## config.mk

```make
export PLATFORM = sky130hd
export DESIGN_NAME = tam_engine
export DESIGN_NICKNAME = d
export VERILOG_FILES = /design/src/rtl/tam_pkg.sv /design/src/rtl/tam_engine.sv
export SDC_FILE = /design/constraint.sdc
export NUM_CORES = 2
export LEC_CHECK = 0
export BUFFER_PORTS_ARGS = -buffer_cell sky130_fd_sc_hd__buf_2
export CAP_MARGIN = 20
export CORE_UTILIZATION = 60
export CTS_CLUSTER_DIAMETER = 30
export CTS_CLUSTER_SIZE = 25
export DETAILED_ROUTE_END_ITERATION = 8
export HOLD_SLACK_MARGIN = 0.08
export MAX_ROUTING_LAYER = met4
export PLACE_DENSITY = 0.78
export REMOVE_ABC_BUFFERS = 1
export SLEW_MARGIN = 40
export SYNTH_ARGS = -nofsm -noshare
export SYNTH_HDL_FRONTEND = slang
export SYNTH_SLANG_ARGS = --single-unit
```

## constraint.sdc

```tcl
create_clock -name i_clk -period 31.8 [get_ports i_clk]
set_input_delay 1.59 -clock i_clk [delete_from_list [all_inputs] [get_ports i_clk]]
set_output_delay 1.59 -clock i_clk [all_outputs]
set_load 0.01 [all_outputs]
```

## src/rtl/tam_pkg.sv

```systemverilog
// ----------------------------------------------------------------------------
// tam_pkg
// Types and constants shared by the thermal alarm monitor: payload structs,
// configuration register map, message codes and fixed time intervals.
// ----------------------------------------------------------------------------
package tam_pkg;

    localparam int unsigned RECHECK_MS     = 1000;
    localparam int unsigned BUZZ_PERIOD_MS = 3000;
    localparam int unsigned BUZZ_FIRST_MS  = 4000;

    localparam int unsigned CFG_IDX_BITS = 3;

    localparam logic [CFG_IDX_BITS-1:0] CFG_HOT_LIMIT      = 3'd0;
    localparam logic [CFG_IDX_BITS-1:0] CFG_COLD_LIMIT     = 3'd1;
    localparam logic [CFG_IDX_BITS-1:0] CFG_TEMP_OFFSET    = 3'd2;
    localparam logic [CFG_IDX_BITS-1:0] CFG_INJURY_HOLD_MS = 3'd3;
    localparam logic [CFG_IDX_BITS-1:0] CFG_SAMPLE_SPAN    = 3'd4;
    localparam logic [CFG_IDX_BITS-1:0] CFG_RISE_LIMIT     = 3'd5;
    localparam logic [CFG_IDX_BITS-1:0] CFG_MAX_DANGER_CNT = 3'd6;

    localparam logic CMD_SAMPLE = 1'b0;
    localparam logic CMD_POLL   = 1'b1;

    localparam logic [1:0] MSG_NONE    = 2'd0;
    localparam logic [1:0] MSG_DANGER  = 2'd1;
    localparam logic [1:0] MSG_COLD    = 2'd2;
    localparam logic [1:0] MSG_CLEARED = 2'd3;

    typedef struct packed {
        logic               command;
        logic [31:0]        now_ms;
        logic signed [15:0] temperature;
        logic               button;
    } t_item;

    typedef struct packed {
        logic       fuse_off;
        logic [1:0] message;
        logic       buzz;
        logic       in_danger;
        logic       hot_event;
        logic       cold_event;
        logic       rate_event;
    } t_result;

    typedef struct packed {
        logic [CFG_IDX_BITS-1:0] index;
        logic [31:0]             value;
    } t_cfg_wr;

    typedef struct packed {
        logic signed [15:0] hot_limit;
        logic signed [15:0] cold_limit;
        logic signed [12:0] temp_offset;
        logic [31:0]        injury_hold_ms;
        logic [7:0]         sample_span;
        logic [15:0]        rise_limit;
        logic [7:0]         max_danger_count;
    } t_cfg;

    localparam t_cfg CFG_RESET = '{
        hot_limit:        16'sd3900,
        cold_limit:       16'sd3200,
        temp_offset:      13'sd0,
        injury_hold_ms:   32'd60000,
        sample_span:      8'd10,
        rise_limit:       16'd100,
        max_danger_count: 8'd3
    };

endpackage

```

## src/rtl/tam_engine.sv

```systemverilog
// ----------------------------------------------------------------------------
// tam_engine
// Monitor state and the single-pass step logic: limit checks with recheck
// deadlines, rise-rate measurement by cross multiplication, alarm and buzzer.
// ----------------------------------------------------------------------------
module tam_engine
    import tam_pkg::*;
#(
    parameter int TIME_BITS = 32
) (
    input  logic    i_clk,
    input  logic    i_rst_n,
    input  t_cfg    i_cfg,
    input  logic    i_advance,
    input  t_item   i_item,
    output t_result o_result
);

    logic                 r_danger;
    logic [TIME_BITS-1:0] r_hot_dl;
    logic [TIME_BITS-1:0] r_cold_dl;
    logic [TIME_BITS-1:0] r_buzz_dl;
    logic [7:0]           r_span_tick;
    logic [TIME_BITS-1:0] r_start_time;
    logic signed [15:0]   r_start_temp;
    logic [7:0]           r_rise_cnt;

    logic                 n_danger;
    logic [TIME_BITS-1:0] n_hot_dl;
    logic [TIME_BITS-1:0] n_cold_dl;
    logic [TIME_BITS-1:0] n_buzz_dl;
    logic [7:0]           n_span_tick;
    logic [TIME_BITS-1:0] n_start_time;
    logic signed [15:0]   n_start_temp;
    logic [7:0]           n_rise_cnt;

    logic                 w_sample;
    logic [TIME_BITS-1:0] w_now;
    logic [TIME_BITS-1:0] w_now_hold;
    logic [TIME_BITS-1:0] w_now_recheck;
    logic [TIME_BITS-1:0] w_now_buzz;
    logic [TIME_BITS-1:0] w_hot_age;
    logic [TIME_BITS-1:0] w_cold_age;
    logic [TIME_BITS-1:0] w_buzz_age;
    logic [TIME_BITS-1:0] w_gap;
    logic [31:0]          w_gap32;
    logic                 w_gap_big;
    logic signed [16:0]   w_raw;
    logic signed [16:0]   w_temp;
    logic signed [16:0]   w_hot_lim;
    logic signed [16:0]   w_cold_lim;
    logic signed [16:0]   w_dtemp;
    logic [25:0]          w_rise_lhs;
    logic [47:0]          w_rise_rhs;
    logic                 w_fast;
    logic                 w_hot_exp;
    logic                 w_cold_exp;
    logic                 w_buzz_exp;
    logic                 w_hot_ev;
    logic                 w_cold_ev;
    logic                 w_rate_ev;
    logic                 w_clear;
    logic [7:0]           w_tick;
    logic                 w_measure;
    logic [7:0]           w_cnt_inc;

    assign w_sample      = (i_item.command == CMD_SAMPLE);
    assign w_now         = TIME_BITS'(i_item.now_ms);
    assign w_now_hold    = w_now + TIME_BITS'(i_cfg.injury_hold_ms);
    assign w_now_recheck = w_now + TIME_BITS'(RECHECK_MS);
    assign w_now_buzz    = w_now + TIME_BITS'(BUZZ_PERIOD_MS);
    assign w_hot_age     = w_now - r_hot_dl;
    assign w_cold_age    = w_now - r_cold_dl;
    assign w_buzz_age    = w_now - r_buzz_dl;
    assign w_gap         = w_now - r_start_time;
    assign w_gap32       = 32'(w_gap);

    generate
        if (TIME_BITS > 32) begin : g_wide_time
            assign w_gap_big = |w_gap[TIME_BITS-1:32];
        end else begin : g_narrow_time
            assign w_gap_big = 1'b0;
        end
    endgenerate

    assign w_raw      = {i_item.temperature[15], i_item.temperature};
    assign w_temp     = w_raw + {{4{i_cfg.temp_offset[12]}}, i_cfg.temp_offset};
    assign w_hot_lim  = {i_cfg.hot_limit[15], i_cfg.hot_limit};
    assign w_cold_lim = {i_cfg.cold_limit[15], i_cfg.cold_limit};

    // cold check sees the cold deadline already pushed out by a hot alarm
    assign w_hot_exp  = !w_hot_age[TIME_BITS-1];
    assign w_hot_ev   = w_sample && w_hot_exp && (w_temp > w_hot_lim);
    assign w_cold_exp = !w_cold_age[TIME_BITS-1] && !w_hot_ev;
    assign w_cold_ev  = w_sample && w_cold_exp && (w_temp < w_cold_lim);
    assign w_buzz_exp = !w_buzz_age[TIME_BITS-1];

    // rise rate: dtemp * 1000 >= rise_limit * gap
    assign w_dtemp    = w_raw - {r_start_temp[15], r_start_temp};
    assign w_rise_lhs = 26'(w_dtemp[15:0]) * 26'd1000;
    assign w_rise_rhs = 48'(i_cfg.rise_limit) * 48'(w_gap32);
    assign w_fast     = (w_gap != '0) && !w_dtemp[16]
                        && ((i_cfg.rise_limit == '0)
                            || (!w_gap_big && (48'(w_rise_lhs) >= w_rise_rhs)));

    assign w_tick    = (w_hot_ev || w_cold_ev) ? 8'd0 : r_span_tick;
    assign w_measure = w_sample && (w_tick != 8'd0) && !(w_tick < i_cfg.sample_span);
    assign w_cnt_inc = (w_fast && (r_rise_cnt != 8'hFF)) ? r_rise_cnt + 8'd1 : r_rise_cnt;
    assign w_rate_ev = w_measure && (w_cnt_inc > i_cfg.max_danger_count);

    assign w_clear = !w_sample && r_danger && i_item.button;

    always_comb begin
        n_danger     = r_danger;
        n_hot_dl     = r_hot_dl;
        n_cold_dl    = r_cold_dl;
        n_buzz_dl    = r_buzz_dl;
        n_span_tick  = r_span_tick;
        n_start_time = r_start_time;
        n_start_temp = r_start_temp;
        n_rise_cnt   = r_rise_cnt;
        if (w_sample) begin
            if (w_cold_ev) begin
                n_hot_dl  = w_now_recheck;
                n_cold_dl = w_now_hold;
            end else if (w_hot_ev) begin
                n_hot_dl  = w_now_hold;
                n_cold_dl = w_now_recheck;
            end else begin
                if (w_hot_exp) begin
                    n_hot_dl = w_now_recheck;
                end
                if (w_cold_exp) begin
                    n_cold_dl = w_now_recheck;
                end
            end
            if (w_tick == 8'd0) begin
                n_start_time = w_now;
                n_start_temp = i_item.temperature;
                n_span_tick  = 8'd1;
            end else if (w_tick < i_cfg.sample_span) begin
                n_span_tick = w_tick + 8'd1;
            end else begin
                n_span_tick = 8'd0;
                n_rise_cnt  = w_rate_ev ? 8'd0 : w_cnt_inc;
            end
            n_danger = r_danger || w_hot_ev || w_cold_ev || w_rate_ev;
        end else begin
            n_danger = r_danger && !w_clear;
            if (w_buzz_exp) begin
                n_buzz_dl = w_now_buzz;
            end
        end
    end

    always_comb begin
        o_result.fuse_off   = w_hot_ev || w_rate_ev;
        o_result.buzz       = !w_sample && w_buzz_exp && n_danger;
        o_result.in_danger  = n_danger;
        o_result.hot_event  = w_hot_ev;
        o_result.cold_event = w_cold_ev;
        o_result.rate_event = w_rate_ev;
        if (w_rate_ev || (w_hot_ev && !w_cold_ev)) begin
            o_result.message = MSG_DANGER;
        end else if (w_cold_ev) begin
            o_result.message = MSG_COLD;
        end else if (w_clear) begin
            o_result.message = MSG_CLEARED;
        end else begin
            o_result.message = MSG_NONE;
        end
    end

    always_ff @(posedge i_clk) begin
        if (!i_rst_n) begin
            r_danger     <= 1'b0;
            r_hot_dl     <= '0;
            r_cold_dl    <= '0;
            r_buzz_dl    <= TIME_BITS'(BUZZ_FIRST_MS);
            r_span_tick  <= 8'd0;
            r_start_time <= '0;
            r_start_temp <= 16'sd0;
            r_rise_cnt   <= 8'd0;
        end else if (i_advance) begin
            r_danger     <= n_danger;
            r_hot_dl     <= n_hot_dl;
            r_cold_dl    <= n_cold_dl;
            r_buzz_dl    <= n_buzz_dl;
            r_span_tick  <= n_span_tick;
            r_start_time <= n_start_time;
            r_start_temp <= n_start_temp;
            r_rise_cnt   <= n_rise_cnt;
        end
    end

endmodule

```

; Word-level counts from Yosys, hierarchy flattened
; Cells that the tools add are included.
[op_classes]
addsub = 11
multipliers = 2
div_mod_pow = 0
order_cmp = 5
n_eq_ne = 2
n_shift = 0
muxes = 15
bitwise_logic = 4
reduce_logical = 43
[op_table]
columns = cell, n
row1 = two-way mux 32 bit, 6
row2 = subtractor 32 bit, 4
row3 = greater-or-equal comparator 26 x 48 -> 1 bit, 1
row4 = multiplier 16 x 32 -> 48 bit, 1
row5 = two-way mux 8 bit, 5
row6 = "adder 32 x 10 -> 32 bit, second input constant", 1
row7 = "adder 32 x 12 -> 32 bit, second input constant", 1
row8 = adder 32 bit, 1
row9 = nonzero test 32 bit, 1
row10 = "multiplier 16 x 7 -> 23 bit, second input constant", 1
row11 = adder 16 x 13 -> 17 bit, 1
row12 = greater-than comparator 17 x 16 -> 1 bit, 1
row13 = logical AND 1 bit, 17
row14 = less-than comparator 17 x 16 -> 1 bit, 1
row15 = subtractor 16 x 16 -> 17 bit, 1
row16 = "adder 8 x 1 -> 8 bit, second input constant", 2
row17 = logical NOT 16 bit, 1
row18 = AND reduction 3 bit, 4
row19 = greater-than comparator 8 bit, 1
row20 = logical NOT 1 bit, 8
row21 = logical NOT 8 bit, 1
row22 = less-than comparator 8 bit, 1
row23 = "inequality test 8 bit, second input constant", 1
row24 = nonzero test 8 bit, 1
row25 = other kinds (8), 19
[word_totals]
ff_bits = 161
latchBits = 0
ramBits = 0
romBits = 0
input_bits = 162
out_inout_bits = 8
elab_cells = 90
memories = 0

; Depth between registers and ports, before layout
[logic_depth]
depth_word = 17
depth_mapped = 56
depth_no_buf = 52

; Worst setup path after synthesis
; No wires, ideal clock.
[synth_path]
path_kind = in2out
from = input port i_item[17] in the netlist's numbering
to = output port o_result[6] in the netlist's numbering
t_arrival_ns = 13.038
required_time_ns = 30.210
slack_ns = 17.172
stages = 49
path_buffers = 2
path_cell_list = inv_1 > ha_1 > fa_1 > nor2b_4 > o2111ai_1 > a31o_2 > a211oi_1 > o21ai_0 > a311oi_2 > clkbuf_1 > nand2_1 > fa_1 > fa_1 > fa_1 > inv_1 > fa_1 > fa_1 > inv_1 > [... 13 more ...] > o311ai_0 > a2111oi_0 > nand4_1 > nor4_2 > o2111ai_1 > and2_0 > buf_2 > nor3_4 > mux2_2 > ha_1 > nor2b_1 > o21ai_0 > nand2b_1 > a21oi_1 > nor2_1 > o31ai_1 > o21ai_0 > a21oi_1
[synth_rtl]
columns = element, line_no
row1 = "start, declared", tam_engine.sv:15  ; input t_item i_item,
row2 = "end, declared", tam_engine.sv:16  ; output t_result o_result

==> qor.yml <==
sta:
  tns_ns: 0
  relSlewSlack_pct: 41.0
  finalCritPeriodShare_pct: 52.7
  slew_viol_final: 0
  finalHoldViolCount: 0
  fin_crit_ns: 16.75
  fmax_mhz: 59.7
  rsz0062_at_grt: "no"
  worst_slew_pin_slew_ns: 0.885
  setup_viol: 0
  skew_ns: 0.0180
clocking:
  root_buffer: "clkbuf_16"
  clkSinkCount: 161
  clk_pin_slew_ns: 0.06
  cts.repair.resized: 0
  cts-buffers-inserted: 17
  clock_latency_ns: 0.45
  cts.hold.buffers_added: 0
  postCtsSetupBuffers: 0
  cts_buffer_depth: 2
  cts_max_level: 4
  cts_tree: "done"
routing:
  drt-total-wl_um: 90700
  topRoutingLayerUsed: "met4"
  drc: 0
  dr.pass1.iters: 6
  drt_iter0_markers: 1897
  ant_nets: 0
  met2_wirelength_um: 44800
  wl_met3_um: 5230
  drt-met1-wl_um: 37600
  vias: 30400
  post_drt_wl_per_cell_um: 17.2
  post_drt_via_cell_ratio: 5.77
synthesis:
  synthCells: 4456
  yosys.area.top_type: "fa_1"
  ys_warn_count: 0
  yosysUniqueCellTypes: 94
  synth_area_um2: 35800
  yosysSeqAreaShare_pct: 9.01
  synth_edf_count: 0
  synthArstFlopShare_pct: 0
  synth_top_area_share_pct: 26.6
  synth_flop_cell: "dfxtp_1"
  yosys-top-cells-area: "fa_1 (27%), ha_1 (15%), dfxtp_1 (9.0%), inv_1 (8.0%), nand2_1 (5.6%)"
  syn_avg_cell_area_um2: 8.03
  ys_seq_elements: 161
place:
  gp_congestion: 1.01
  port_buffers: 169
  dp_hpwl_um: 70600
worst_setup_path:
  critPathMostFrequentCell: "fa_1"
  cp-end-kind: "primary output"
  cp_max_fo: 17
  start_kind: "primary input"
  critical_path.slowest_cell: "nor3_4"
  cp_data_required_time_ns: 30.21
  worstPathArrival_ns: 15.16
  critical_path_class: "primary input to primary output"
  cpPeakStageDelay_ns: 0.62
status:
  status: "complete, no violations"
flow_run:
  drv_cap: 0
min_path:
  hp-class: "register to register"
die:
  fp.dieArea_um2: 60600
  rows: 89
  core_um2: 58900
  ios: 170
  chipWidth_um: 246
  start_util_pct: 60.7
  die_y_um: 246
finish:
  final_cell_mix: "inv_1 (759), nand2_1 (535), fa_1 (476)"
  drive_gt1_share_pct: 6.38
  multi_input_area_um2: 28900
  regArea_um2: 3220
  fin_nets: 5555
  mostFrequentLayoutCell: "inv_1"
  syn_to_final_growth_pct: 5.51
  nFillCells: 5045
global_route:
  grt_usage_pct: 32.1
  grt_pass1_vias: 31000
  grt_pass1_wl_um: 153000
  grt_max_degree: 75
  grt_antenna_before_repair: 2
  grt_overflow: 0
cells by family (layout without fill, tap and decap cells):
| logic type | after synthesis | after routing | synth area share [%] |
|---|---|---|---|
| simple gates | 1448 | 1448 | 19.4 |
| buf+inv | 961 | 1003 | 10.2 |
| mux | 60 | 60 | 1.72 |
| xor+xnor | 177 | 177 | 4.34 |
| other cells | 0 | 2 | 0 |
| fa+ha+maj | 908 | 908 | 41.8 |
| compound gates | 741 | 741 | 13.6 |
| flops | 161 | 161 | 9.01 |
critical path, delay by kind of cell:
kind                     cells  cell delay, ns
XOR/XNOR                     1            0.16
adder cells (fa/ha/maj)     11            4.71
multiplexers                 1            0.41
AO/OA/AOI/OAI               18            4.95
buffers and inverters        7            0.83
AND/OR/NAND/NOR             11            2.47
stage by stage:
stage               setup WS [ns]  cells  area (µm²)  util (%)  hold slack [ns]
finish                      15.05   5273       37700      64.1            0.449
CTS                         15.22   5271       37700      64.0            0.452
global placement            15.10   5239       37100      63.0            0.439
global route                14.13   5273       37700      64.1            0.472
detailed placement          15.26   5239       37100      63.0            0.445
floorplan                   16.96   4256       35000         -            0.432
per-layer routing:
layer | track usage, % | up-vias
li1 | - | 14500
met1 | 39.6 | 14700
met2 | 54.6 | 974
met3 | 3.47 | 191
met4 | 11.0 | 0
met5 | - | -
state kept, by name, indices dropped and copies added, names as in the netlist:
| signal | flops |
|---|---|
| r_rise_cnt | 8 |
| r_hot_dl | 32 |
| r_span_tick | 8 |
| r_buzz_dl | 32 |
| r_start_time | 32 |
| r_danger | 1 |
| r_cold_dl | 32 |
| r_start_temp | 16 |
final cells by class:
cell class / instances / area share, %
Multi-Input combinational cell: 3334 / 76.7
Sequential cell: 161 / 8.54
Inverter: 761 / 7.58
Timing Repair Buffer: 210 / 3.06
Tap cell: 773 / 2.56
Clock buffer: 21 / 1.27
Clock inverter: 11 / 0.275
Antenna cell: 2 / 0.0133
final timing paths:
path | start | endpoint | slack, ns | cells after the start
max | i_item[17] | o_result[5] | 15.05 | 49
min | r_cold_dl[7] | r_cold_dl[7] | 0.45 | 2
max reg2reg | r_start_time[0] | r_rise_cnt[3] | 17.77 | 48
min reg2reg | r_cold_dl[7] | r_cold_dl[7] | 0.45 | 2
cells in the mapped netlist (37+ instances only):
cell type  instances
inv_1            759
nand2_1          535
fa_1             476
ha_1             432
nor2_1           305
a21oi_1          220
and2_1           188
clkbuf_1         180
dfxtp_1          161
o21ai_0          118
xnor2_1          103
a21o_1            84
nand3_1           84
xor2_1            74
nor2b_1           62
mux2i_1           57
nand4_1           53
a211oi_1          45
nand2b_1          45
nor3_1            38
a31oi_1           37
Power is left out: the tool's default activity adds up to more than one toggle a clock period on the data nets, which glitch-free logic cannot reach.
